[config.mk]
export PLATFORM = sky130hd
export DESIGN_NAME = rgb_to_yuv420_converter_flat
export DESIGN_NICKNAME = d
export VERILOG_FILES = /design/src/ryuv_pkg.sv /design/src/ryuv_pix_if.sv /design/src/ryuv_yuv_if.sv /design/src/rgb_to_yuv420_converter.sv /design/src/ryuv_csc.sv /design/src/flat_wrapper.sv
export SDC_FILE = /design/constraint.sdc
export NUM_CORES = 1
export LEC_CHECK = 0
export ABC_CLOCK_PERIOD_IN_PS = 6750
export BUFFER_PORTS_ARGS = -buffer_cell sky130_fd_sc_hd__buf_4
export CORE_ASPECT_RATIO = 0.5
export CORE_MARGIN = 4
export CORE_UTILIZATION = 35
export DETAILED_ROUTE_END_ITERATION = 7
export GPL_TIMING_DRIVEN = 0
export SKIP_LAST_GASP = 1
export SYNTH_ARGS = -nofsm -noshare
export SYNTH_HDL_FRONTEND = slang
export SYNTH_SLANG_ARGS = --single-unit
export TNS_END_PERCENT = 50
[constraint.sdc]
create_clock -name clk -period 6.75 [get_ports clk]
set_clock_uncertainty 0.15 [all_clocks]
set_input_delay 0.3375 -clock clk [delete_from_list [all_inputs] [get_ports clk]]
set_output_delay 0.3375 -clock clk [all_outputs]
set_load 0.03 [all_outputs]
[src/ryuv_pkg.sv]
`default_nettype none
package ryuv_pkg;

	// Pixel and result field widths
	localparam int PIX_W = 8;
	localparam int CFG_W = 13;
	localparam int IDX_W = 1;

	// Register indexes of the configuration port
	localparam logic [IDX_W-1:0] REG_FRAME_WIDTH  = 1'd0;
	localparam logic [IDX_W-1:0] REG_FRAME_HEIGHT = 1'd1;

	// Frame size defaults and limits
	localparam int DEF_MAX_WIDTH    = 4096;
	localparam int DEF_MAX_HEIGHT   = 4096;
	localparam int RST_FRAME_WIDTH  = 1920;
	localparam int RST_FRAME_HEIGHT = 1080;
	localparam int MIN_WIDTH        = 2;
	localparam int MIN_HEIGHT       = 1;

	// Signed accumulator width for the weighted sums
	localparam int SUM_W = 18;

	// BT.601 studio-range coefficients (scaled by 256)
	localparam logic signed [SUM_W-1:0] Y_R  = 18'sd66;
	localparam logic signed [SUM_W-1:0] Y_G  = 18'sd129;
	localparam logic signed [SUM_W-1:0] Y_B  = 18'sd25;
	localparam logic signed [SUM_W-1:0] CB_R = -18'sd38;
	localparam logic signed [SUM_W-1:0] CB_G = -18'sd74;
	localparam logic signed [SUM_W-1:0] CB_B = 18'sd112;
	localparam logic signed [SUM_W-1:0] CR_R = 18'sd112;
	localparam logic signed [SUM_W-1:0] CR_G = -18'sd94;
	localparam logic signed [SUM_W-1:0] CR_B = -18'sd18;
	localparam logic [PIX_W-1:0]        Y_OFFSET = 8'd16;
	// Chroma offset 128 applied before the shift
	localparam logic signed [SUM_W-1:0] C_BIAS = 18'sd32768;

	typedef struct packed {
		logic [PIX_W-1:0] blue;
		logic [PIX_W-1:0] green;
		logic [PIX_W-1:0] red;
	} pix_t;

	typedef struct packed {
		logic chroma_valid;
		logic frame_end;
	} pos_flags_t;

	typedef struct packed {
		logic [PIX_W-1:0] luma;
		logic [PIX_W-1:0] chroma_blue;
		logic [PIX_W-1:0] chroma_red;
		logic             chroma_valid;
		logic             frame_end;
	} yuv_t;

	// Saturate a dimension to lo..hi and return it minus one
	function automatic int clamp_last(int v, int lo, int hi);
		int c;
		begin
			c = v;
			if (c < lo) c = lo;
			if (c > hi) c = hi;
			return c - 1;
		end
	endfunction

endpackage
`default_nettype wire

[src/ryuv_pix_if.sv]
`default_nettype none
interface ryuv_pix_if import ryuv_pkg::*; ();
	logic             valid;
	logic             ready;
	logic [PIX_W-1:0] blue;
	logic [PIX_W-1:0] green;
	logic [PIX_W-1:0] red;

	modport source (output valid, output blue, output green, output red, input ready);
	modport sink (input valid, input blue, input green, input red, output ready);
endinterface
`default_nettype wire

[src/ryuv_yuv_if.sv]
`default_nettype none
interface ryuv_yuv_if import ryuv_pkg::*; ();
	logic             valid;
	logic             ready;
	logic [PIX_W-1:0] luma;
	logic [PIX_W-1:0] chroma_blue;
	logic [PIX_W-1:0] chroma_red;
	logic             chroma_valid;
	logic             frame_end;

	modport source (output valid, output luma, output chroma_blue, output chroma_red,
		output chroma_valid, output frame_end, input ready);
	modport sink (input valid, input luma, input chroma_blue, input chroma_red,
		input chroma_valid, input frame_end, output ready);
endinterface
`default_nettype wire

[src/rgb_to_yuv420_converter.sv]
`default_nettype none
// RGB to YUV 4:2:0 converter, BT.601 studio range.
// pix_in takes one pixel word (blue, green, red) in raster order; yuv_out gives one
// word per pixel: luma always, chroma_blue/chroma_red with chroma_valid set at even
// rows and even columns (zero elsewhere), and frame_end on the last pixel of a frame.
// The cfg port writes frame_width (index 0) and frame_height (index 1) on any cycle
// with cfg_wr_en high; values are saturated to the supported range when written.
// Change them only while the block is empty.
// The accepting edge loads the input register (stage 1); the result register (stage 2)
// that drives yuv_out loads from it when stage 2 is empty or being drained.
// Throughput: one pixel per clock while the receiver does not stall; the conversion is
// constant-coefficient multiply-adds between the two registers.
// A stalled receiver holds the result register; the input register keeps accepting
// until both stages are full, then pix_in.ready drops. Nothing is dropped.
// Reset clears both stages, the column and row position and loads 1920x1080.
module rgb_to_yuv420_converter import ryuv_pkg::*; #(
	parameter int MAX_WIDTH  = DEF_MAX_WIDTH,
	parameter int MAX_HEIGHT = DEF_MAX_HEIGHT
) (
	input  wire logic             clk,
	input  wire logic             arst_n,
	input  wire logic             cfg_wr_en,
	input  wire logic [IDX_W-1:0] cfg_index,
	input  wire logic [CFG_W-1:0] cfg_wdata,
	ryuv_pix_if.sink              pix_in,
	ryuv_yuv_if.source            yuv_out
);

	localparam int COL_W = $clog2(MAX_WIDTH);
	localparam int ROW_W = (MAX_HEIGHT > 1) ? $clog2(MAX_HEIGHT) : 1;
	localparam logic [COL_W-1:0] RST_COL_LAST =
		COL_W'(clamp_last(RST_FRAME_WIDTH, MIN_WIDTH, MAX_WIDTH));
	localparam logic [ROW_W-1:0] RST_ROW_LAST =
		ROW_W'(clamp_last(RST_FRAME_HEIGHT, MIN_HEIGHT, MAX_HEIGHT));

	logic [COL_W-1:0] col_last_q;
	logic [ROW_W-1:0] row_last_q;
	logic [COL_W-1:0] col_q;
	logic [ROW_W-1:0] row_q;
	logic [31:0]      wdata_ext;

	logic       valid_s1;
	logic       valid_s2;
	pix_t       pix_s1;
	pos_flags_t flags_s1;
	yuv_t       res_s2;
	yuv_t       res;
	logic       accept;
	logic       adv_s1;
	logic       line_end;
	logic       frame_end;

	assign wdata_ext = 32'(cfg_wdata);

	// Store saturated frame size as last column / last row
	always_ff @(posedge clk or negedge arst_n) begin
		if (!arst_n) begin
			col_last_q <= RST_COL_LAST;
			row_last_q <= RST_ROW_LAST;
		end else if (cfg_wr_en) begin
			case (cfg_index)
				REG_FRAME_WIDTH: begin
					if (wdata_ext < 32'(MIN_WIDTH))
						col_last_q <= COL_W'(MIN_WIDTH - 1);
					else if (wdata_ext > 32'(MAX_WIDTH))
						col_last_q <= COL_W'(MAX_WIDTH - 1);
					else
						col_last_q <= COL_W'(wdata_ext - 32'd1);
				end
				REG_FRAME_HEIGHT: begin
					if (wdata_ext < 32'(MIN_HEIGHT))
						row_last_q <= ROW_W'(MIN_HEIGHT - 1);
					else if (wdata_ext > 32'(MAX_HEIGHT))
						row_last_q <= ROW_W'(MAX_HEIGHT - 1);
					else
						row_last_q <= ROW_W'(wdata_ext - 32'd1);
				end
				default: begin
				end
			endcase
		end
	end

	// Pipeline flow: stage 1 moves on when stage 2 is empty or being drained
	assign adv_s1       = valid_s1 && (!valid_s2 || yuv_out.ready);
	assign pix_in.ready = !valid_s1 || adv_s1;
	assign accept       = pix_in.valid && pix_in.ready;

	// Position of the incoming word
	assign line_end  = (col_q >= col_last_q);
	assign frame_end = line_end && (row_q >= row_last_q);

	// Advance column and row on each accepted word
	always_ff @(posedge clk or negedge arst_n) begin
		if (!arst_n) begin
			col_q <= '0;
			row_q <= '0;
		end else if (accept) begin
			if (line_end) begin
				col_q <= '0;
				if (frame_end)
					row_q <= '0;
				else
					row_q <= row_q + 1'b1;
			end else begin
				col_q <= col_q + 1'b1;
			end
		end
	end

	// Stage 1: hold the pixel and its position flags
	always_ff @(posedge clk or negedge arst_n) begin
		if (!arst_n) begin
			valid_s1 <= 1'b0;
		end else if (pix_in.ready) begin
			valid_s1 <= pix_in.valid;
		end
	end

	always_ff @(posedge clk) begin
		if (accept) begin
			pix_s1.blue            <= pix_in.blue;
			pix_s1.green           <= pix_in.green;
			pix_s1.red             <= pix_in.red;
			flags_s1.chroma_valid  <= !col_q[0] && !row_q[0];
			flags_s1.frame_end     <= frame_end;
		end
	end

	ryuv_csc u_csc (
		.pix   (pix_s1),
		.flags (flags_s1),
		.res   (res)
	);

	// Stage 2: result register, held while the receiver stalls
	always_ff @(posedge clk or negedge arst_n) begin
		if (!arst_n) begin
			valid_s2 <= 1'b0;
		end else if (!valid_s2 || yuv_out.ready) begin
			valid_s2 <= valid_s1;
		end
	end

	always_ff @(posedge clk) begin
		if (adv_s1)
			res_s2 <= res;
	end

	assign yuv_out.valid        = valid_s2;
	assign yuv_out.luma         = res_s2.luma;
	assign yuv_out.chroma_blue  = res_s2.chroma_blue;
	assign yuv_out.chroma_red   = res_s2.chroma_red;
	assign yuv_out.chroma_valid = res_s2.chroma_valid;
	assign yuv_out.frame_end    = res_s2.frame_end;

endmodule
`default_nettype wire

[src/ryuv_csc.sv]
`default_nettype none
module ryuv_csc import ryuv_pkg::*; (
	input  pix_t       pix,
	input  pos_flags_t flags,
	output yuv_t       res
);

	logic signed [SUM_W-1:0] r_s;
	logic signed [SUM_W-1:0] g_s;
	logic signed [SUM_W-1:0] b_s;
	logic signed [SUM_W-1:0] y_sum;
	logic signed [SUM_W-1:0] cb_sum;
	logic signed [SUM_W-1:0] cr_sum;

	// Widen components to the signed accumulator width
	assign r_s = $signed({{(SUM_W-PIX_W){1'b0}}, pix.red});
	assign g_s = $signed({{(SUM_W-PIX_W){1'b0}}, pix.green});
	assign b_s = $signed({{(SUM_W-PIX_W){1'b0}}, pix.blue});

	// Weighted sums, chroma offset folded in before the shift
	assign y_sum  = Y_R * r_s + Y_G * g_s + Y_B * b_s;
	assign cb_sum = CB_R * r_s + CB_G * g_s + CB_B * b_s + C_BIAS;
	assign cr_sum = CR_R * r_s + CR_G * g_s + CR_B * b_s + C_BIAS;

	// Shift right by 8, add luma offset; zero chroma off the sampling grid
	always_comb begin
		res.luma         = y_sum[15:8] + Y_OFFSET;
		res.chroma_blue  = flags.chroma_valid ? cb_sum[15:8] : '0;
		res.chroma_red   = flags.chroma_valid ? cr_sum[15:8] : '0;
		res.chroma_valid = flags.chroma_valid;
		res.frame_end    = flags.frame_end;
	end

endmodule
`default_nettype wire
[src/flat_wrapper.sv]
// flat-port wrapper written by rule: the top's interface ports become plain ports
module rgb_to_yuv420_converter_flat import ryuv_pkg::*;
#(
	parameter int MAX_WIDTH  = DEF_MAX_WIDTH,
	parameter int MAX_HEIGHT = DEF_MAX_HEIGHT
)
  (clk, arst_n, cfg_wr_en, cfg_index, cfg_wdata, pix_in_valid, pix_in_blue, pix_in_green, pix_in_red, pix_in_ready, yuv_out_valid, yuv_out_luma, yuv_out_chroma_blue, yuv_out_chroma_red, yuv_out_chroma_valid, yuv_out_frame_end, yuv_out_ready);
  ryuv_pix_if pix_in_i ();
  ryuv_yuv_if yuv_out_i ();
  input  wire logic clk;
  input  wire logic arst_n;
  input  wire logic cfg_wr_en;
  input  wire logic [IDX_W-1:0] cfg_index;
  input  wire logic [CFG_W-1:0] cfg_wdata;
  input wire logic [$bits(pix_in_i.valid)-1:0] pix_in_valid;
  input wire logic [$bits(pix_in_i.blue)-1:0] pix_in_blue;
  input wire logic [$bits(pix_in_i.green)-1:0] pix_in_green;
  input wire logic [$bits(pix_in_i.red)-1:0] pix_in_red;
  output wire logic [$bits(pix_in_i.ready)-1:0] pix_in_ready;
  output wire logic [$bits(yuv_out_i.valid)-1:0] yuv_out_valid;
  output wire logic [$bits(yuv_out_i.luma)-1:0] yuv_out_luma;
  output wire logic [$bits(yuv_out_i.chroma_blue)-1:0] yuv_out_chroma_blue;
  output wire logic [$bits(yuv_out_i.chroma_red)-1:0] yuv_out_chroma_red;
  output wire logic [$bits(yuv_out_i.chroma_valid)-1:0] yuv_out_chroma_valid;
  output wire logic [$bits(yuv_out_i.frame_end)-1:0] yuv_out_frame_end;
  input wire logic [$bits(yuv_out_i.ready)-1:0] yuv_out_ready;
  assign pix_in_i.valid = pix_in_valid;
  assign pix_in_i.blue = pix_in_blue;
  assign pix_in_i.green = pix_in_green;
  assign pix_in_i.red = pix_in_red;
  assign pix_in_ready = pix_in_i.ready;
  assign yuv_out_valid = yuv_out_i.valid;
  assign yuv_out_luma = yuv_out_i.luma;
  assign yuv_out_chroma_blue = yuv_out_i.chroma_blue;
  assign yuv_out_chroma_red = yuv_out_i.chroma_red;
  assign yuv_out_chroma_valid = yuv_out_i.chroma_valid;
  assign yuv_out_frame_end = yuv_out_i.frame_end;
  assign yuv_out_i.ready = yuv_out_ready;
  rgb_to_yuv420_converter #(.MAX_WIDTH(MAX_WIDTH), .MAX_HEIGHT(MAX_HEIGHT)) u_core (.clk(clk), .arst_n(arst_n), .cfg_wr_en(cfg_wr_en), .cfg_index(cfg_index), .cfg_wdata(cfg_wdata), .pix_in(pix_in_i), .yuv_out(yuv_out_i));
endmodule
==> summary.md <==
| Metric | Value |
|---|---|
| Final wirelength | 27100 µm |
| Drt via density | 4.71 |
| Worst Setup Path Type | flop to flop |
| # IOs | 71 |
| Max Cap Violations | 0 |
| RSZ-0062 raised after global routing | no |
| Largest net degree at the start of global routing | 51 |
| CP arrival | 6.31 ns |
| I/O Buffers | 70 |
| Clock Sinks | 102 |
| GPL Wtd Cong | 0.813 |
| CP Capture Type | flop |
| Area post-placement | 0.0140 mm² |
| Fin nets | 1836 |
| Filler cell count in the final layout | 3590 |
| Share of cells above drive strength 1 | 9.56% |
| Dpl ws | 0.427 ns |
| Post-synth EDFFs | 52 |
| Die H | 144 µm |
| Post-DP HPWL | 22300 µm |
| Average size of a mapped cell | 9.93 µm² |
| Sequential-to-total area share from yosys stat | 21.9% |
| Final setup violation count | 0 |
| FMAX | 158 MHz |
| Most frequent cells in the layout | 289 x ha_1, 253 x inv_1, 97 x fa_1, 70 x buf_4, 68 x xnor2_1 |
| CP Data Required Time | 6.74 ns |
| GR Overflow Total | 0 |
| Top_reg_cell synth | edfxtp_1 |
| Max Buffers Root-to-Sink | 2 |
| Initial Utilization | 35.7% |
| Tcrit/Tclk final | 93.6% |
| First-pass DRT Iterations | 4 |
| Storage element area | 0.00283 mm² |
| Post-Syn Nets | 1729 |
| Core Box Area | 0.0362 mm² |
| FF+latch count, synth | 102 |
| Die ar. | 0.0402 mm² |
| Final Cell Area | 0.0146 mm² |
| Worst Hold Class | input pin to flop |
| Slew margin rel. | 43.5% |
| N_diodes | 0 |
| YS warnings | 0 |
| Post-cts resize count | 0 |
| Most common cell after layout, fill and taps aside | ha_1 |
| Via count | 8937 |
| Critical Path Fanout Max | 8 |
| Cell row count | 49 |
| Area grow syn2layout | 13.2% |
| Tot GR Track Use | 14.3% |
| Min Tclk post-route | 6.32 ns |
| Vias in the first global route | 9119 |
| CTS Buf Count | 9 |
| Initial DRC count | 320 |
| Multi-input logic area | 0.00906 mm² |
| Final Hold Fails | 0 |
| Htree depth | 3 |
| Pwr Density | 442 mW/mm² |
| Cells after Synth | 1300 |
| Worst-Margin Slew | 0.848 ns |
| Detailed-route DRC error count | 0 |
| Synth cell types | 77 |
| ANT nets after route | 0 |
| Fin. max-slew vios | 0 |
| Clock Tree Root | clkbuf_16 |
| CP Launch Type | flop |
| Final worst slack | 0.430 ns |
| VDD IR max | 244 µV |
| First-pass GRT wire length | 45600 µm |
| Clk_lat worst skew | 0.38 ns |
| Post-CTS Setup Bufs | 0 |
| Leak | 0.00729 µW |
| Die Width | 280 µm |
| Wire per inst | 14.3 µm |
| Async SR Flop Fraction | 49.0% |
| Post-Syn Area | 0.0129 mm² |
| Setup TNS | 0 ns |
| Clk slew on worst S/H paths | 0.08 ns |
| Initial antenna violation count | 0 |
| CTS tree | yes |
| WHS | 0.0665 ns |
| Outcome | completed |
## synth_stat cells (4+ instances only)
master	count	area, µm²
nor2_1	64	240
clkbuf_1	7	26.3
nand2_1	61	229
and3_1	7	43.8
a22o_1	10	87.6
inv_1	253	950
a21oi_1	49	245
and2_1	11	68.8
o22ai_1	6	37.5
a21o_1	15	113
o21bai_1	16	120
nand3_1	23	115
nand2b_1	14	87.6
nor2b_1	9	56.3
nand4_1	10	62.6
or2_1	4	25.0
edfxtp_1	52	1560
or3_1	5	31.3
a21boi_1	9	67.6
o21ai_1	28	140
fa_1	97	1940
dfrtp_1	34	851
xnor2_1	68	596
xor2_1	23	201
dfstp_2	16	420
ha_1	289	3620
nor3_1	23	115
mux2i_1	4	40.0
o21a_1	9	67.6
o21ai_0	15	75.1
## layer usage
| metal | global-route usage [%] | share of wire, % | up-vias |
|---|---|---|---|
| li1 | - | - | 4580 |
| met3 | 2.35 | 2.5 | 21 |
| met4 | 2.77 | 1.1 | 0 |
| met5 | 0 | 0 | - |
| met1 | 19.7 | 51 | 4249 |
| met2 | 24.2 | 46 | 87 |
## flip-flops by register name, summed over array words and instances (netlist names)
signal and count:
u_core.col_last_q 12, u_core.col_q 12, u_core.flags_s1 2, u_core.pix_s1 24, u_core.row_last_q 12, u_core.row_q 12, u_core.valid_s1 1, u_core.yuv_out.chroma_blue 8
u_core.yuv_out.chroma_red 8, u_core.yuv_out.chroma_valid 1, u_core.yuv_out.frame_end 1, u_core.yuv_out.luma 8, u_core.yuv_out.valid 1
## worst max-delay path, cell delays in order, from the launching register on
cell and delay [ns]:
edfxtp_1 0.64, inv_1 0.09, ha_1 0.32, inv_1 0.14
fa_1 0.46, fa_1 0.54, inv_1 0.05, fa_1 0.54
inv_1 0.04, ha_1 0.29, or2_1 0.21, a21oi_1 0.14
a21oi_1 0.08, a21oi_1 0.19, xor2_1 0.31, fa_1 0.44
inv_1 0.07, ha_1 0.26, and3_1 0.20, a31o_2 0.28
o41ai_4 0.25, o21ba_1 0.17, xnor2_1 0.06, and2_1 0.15
## power by group
part	internal [µW]	switching, µW	total, µW
clock	269	294	563
sequential	929	92.7	1020
combinational	2250	2630	4880
total	3450	3010	6470
## cell type report
type | count | share of cell area (%)
Buffer | 10 | 0.368
Clock buffer | 9 | 1.54
Clock inverter | 7 | 0.591
Inverter | 256 | 6.61
Multi-Input combinational cell | 932 | 62.0
Sequential cell | 102 | 19.4
Tap cell | 484 | 4.14
Timing Repair Buffer | 96 | 5.38
## cells by family (layout without fill, tap and decap cells)
logic type,Yosys count,count (layout),synth area share (%)
compound gates,199,199,10.8
xor+xnor,92,92,6.30
fa+ha+maj,386,386,43.1
buf+inv,266,378,7.90
flops,102,102,21.9
mux,4,4,0.310
simple gates,251,251,9.66
## path summary, 6_finish.rpt
check	to	slack, ns	startpoint	cells after the start
min	u_core.yuv_out.valid$_DFFE_PN0P_	0.07	yuv_out_ready	3
max reg2reg	u_core.yuv_out.chroma_blue[7]$_SDFFCE_PN0P_	0.43	u_core.pix_s1[12]$_DFFE_PP_	23
max in group asynchronous	u_core.col_q[9]$_DFFE_PN0P_	5.64	arst_n	2
min in group asynchronous	u_core.row_q[11]$_DFFE_PN0P_	0.36	arst_n	2
max	u_core.yuv_out.chroma_blue[7]$_SDFFCE_PN0P_	0.43	u_core.pix_s1[12]$_DFFE_PP_	23
min reg2reg	u_core.row_last_q[2]$_DFFE_PN1P_	0.32	u_core.row_last_q[2]$_DFFE_PN1P_	2
## through the flow
step	cells	utilization [%]	total power [µW]
floorplan	1300	-	4960
global placement	1854	38.8	5870
detailed placement	1854	38.8	5950
CTS	1896	40.4	6570
global route	1896	40.4	7300
finish	1896	40.4	6470
## repair_timing
| item | 4_1_cts | 5_1_grt |
|---|---|---|
| setup endpoints to repair | 0 | 0 |
| endpoints found under the hold margin | 59 | 0 |
| hold buffers | 26 | 0 |
Note: power is estimated with default switching activity, not from simulation.
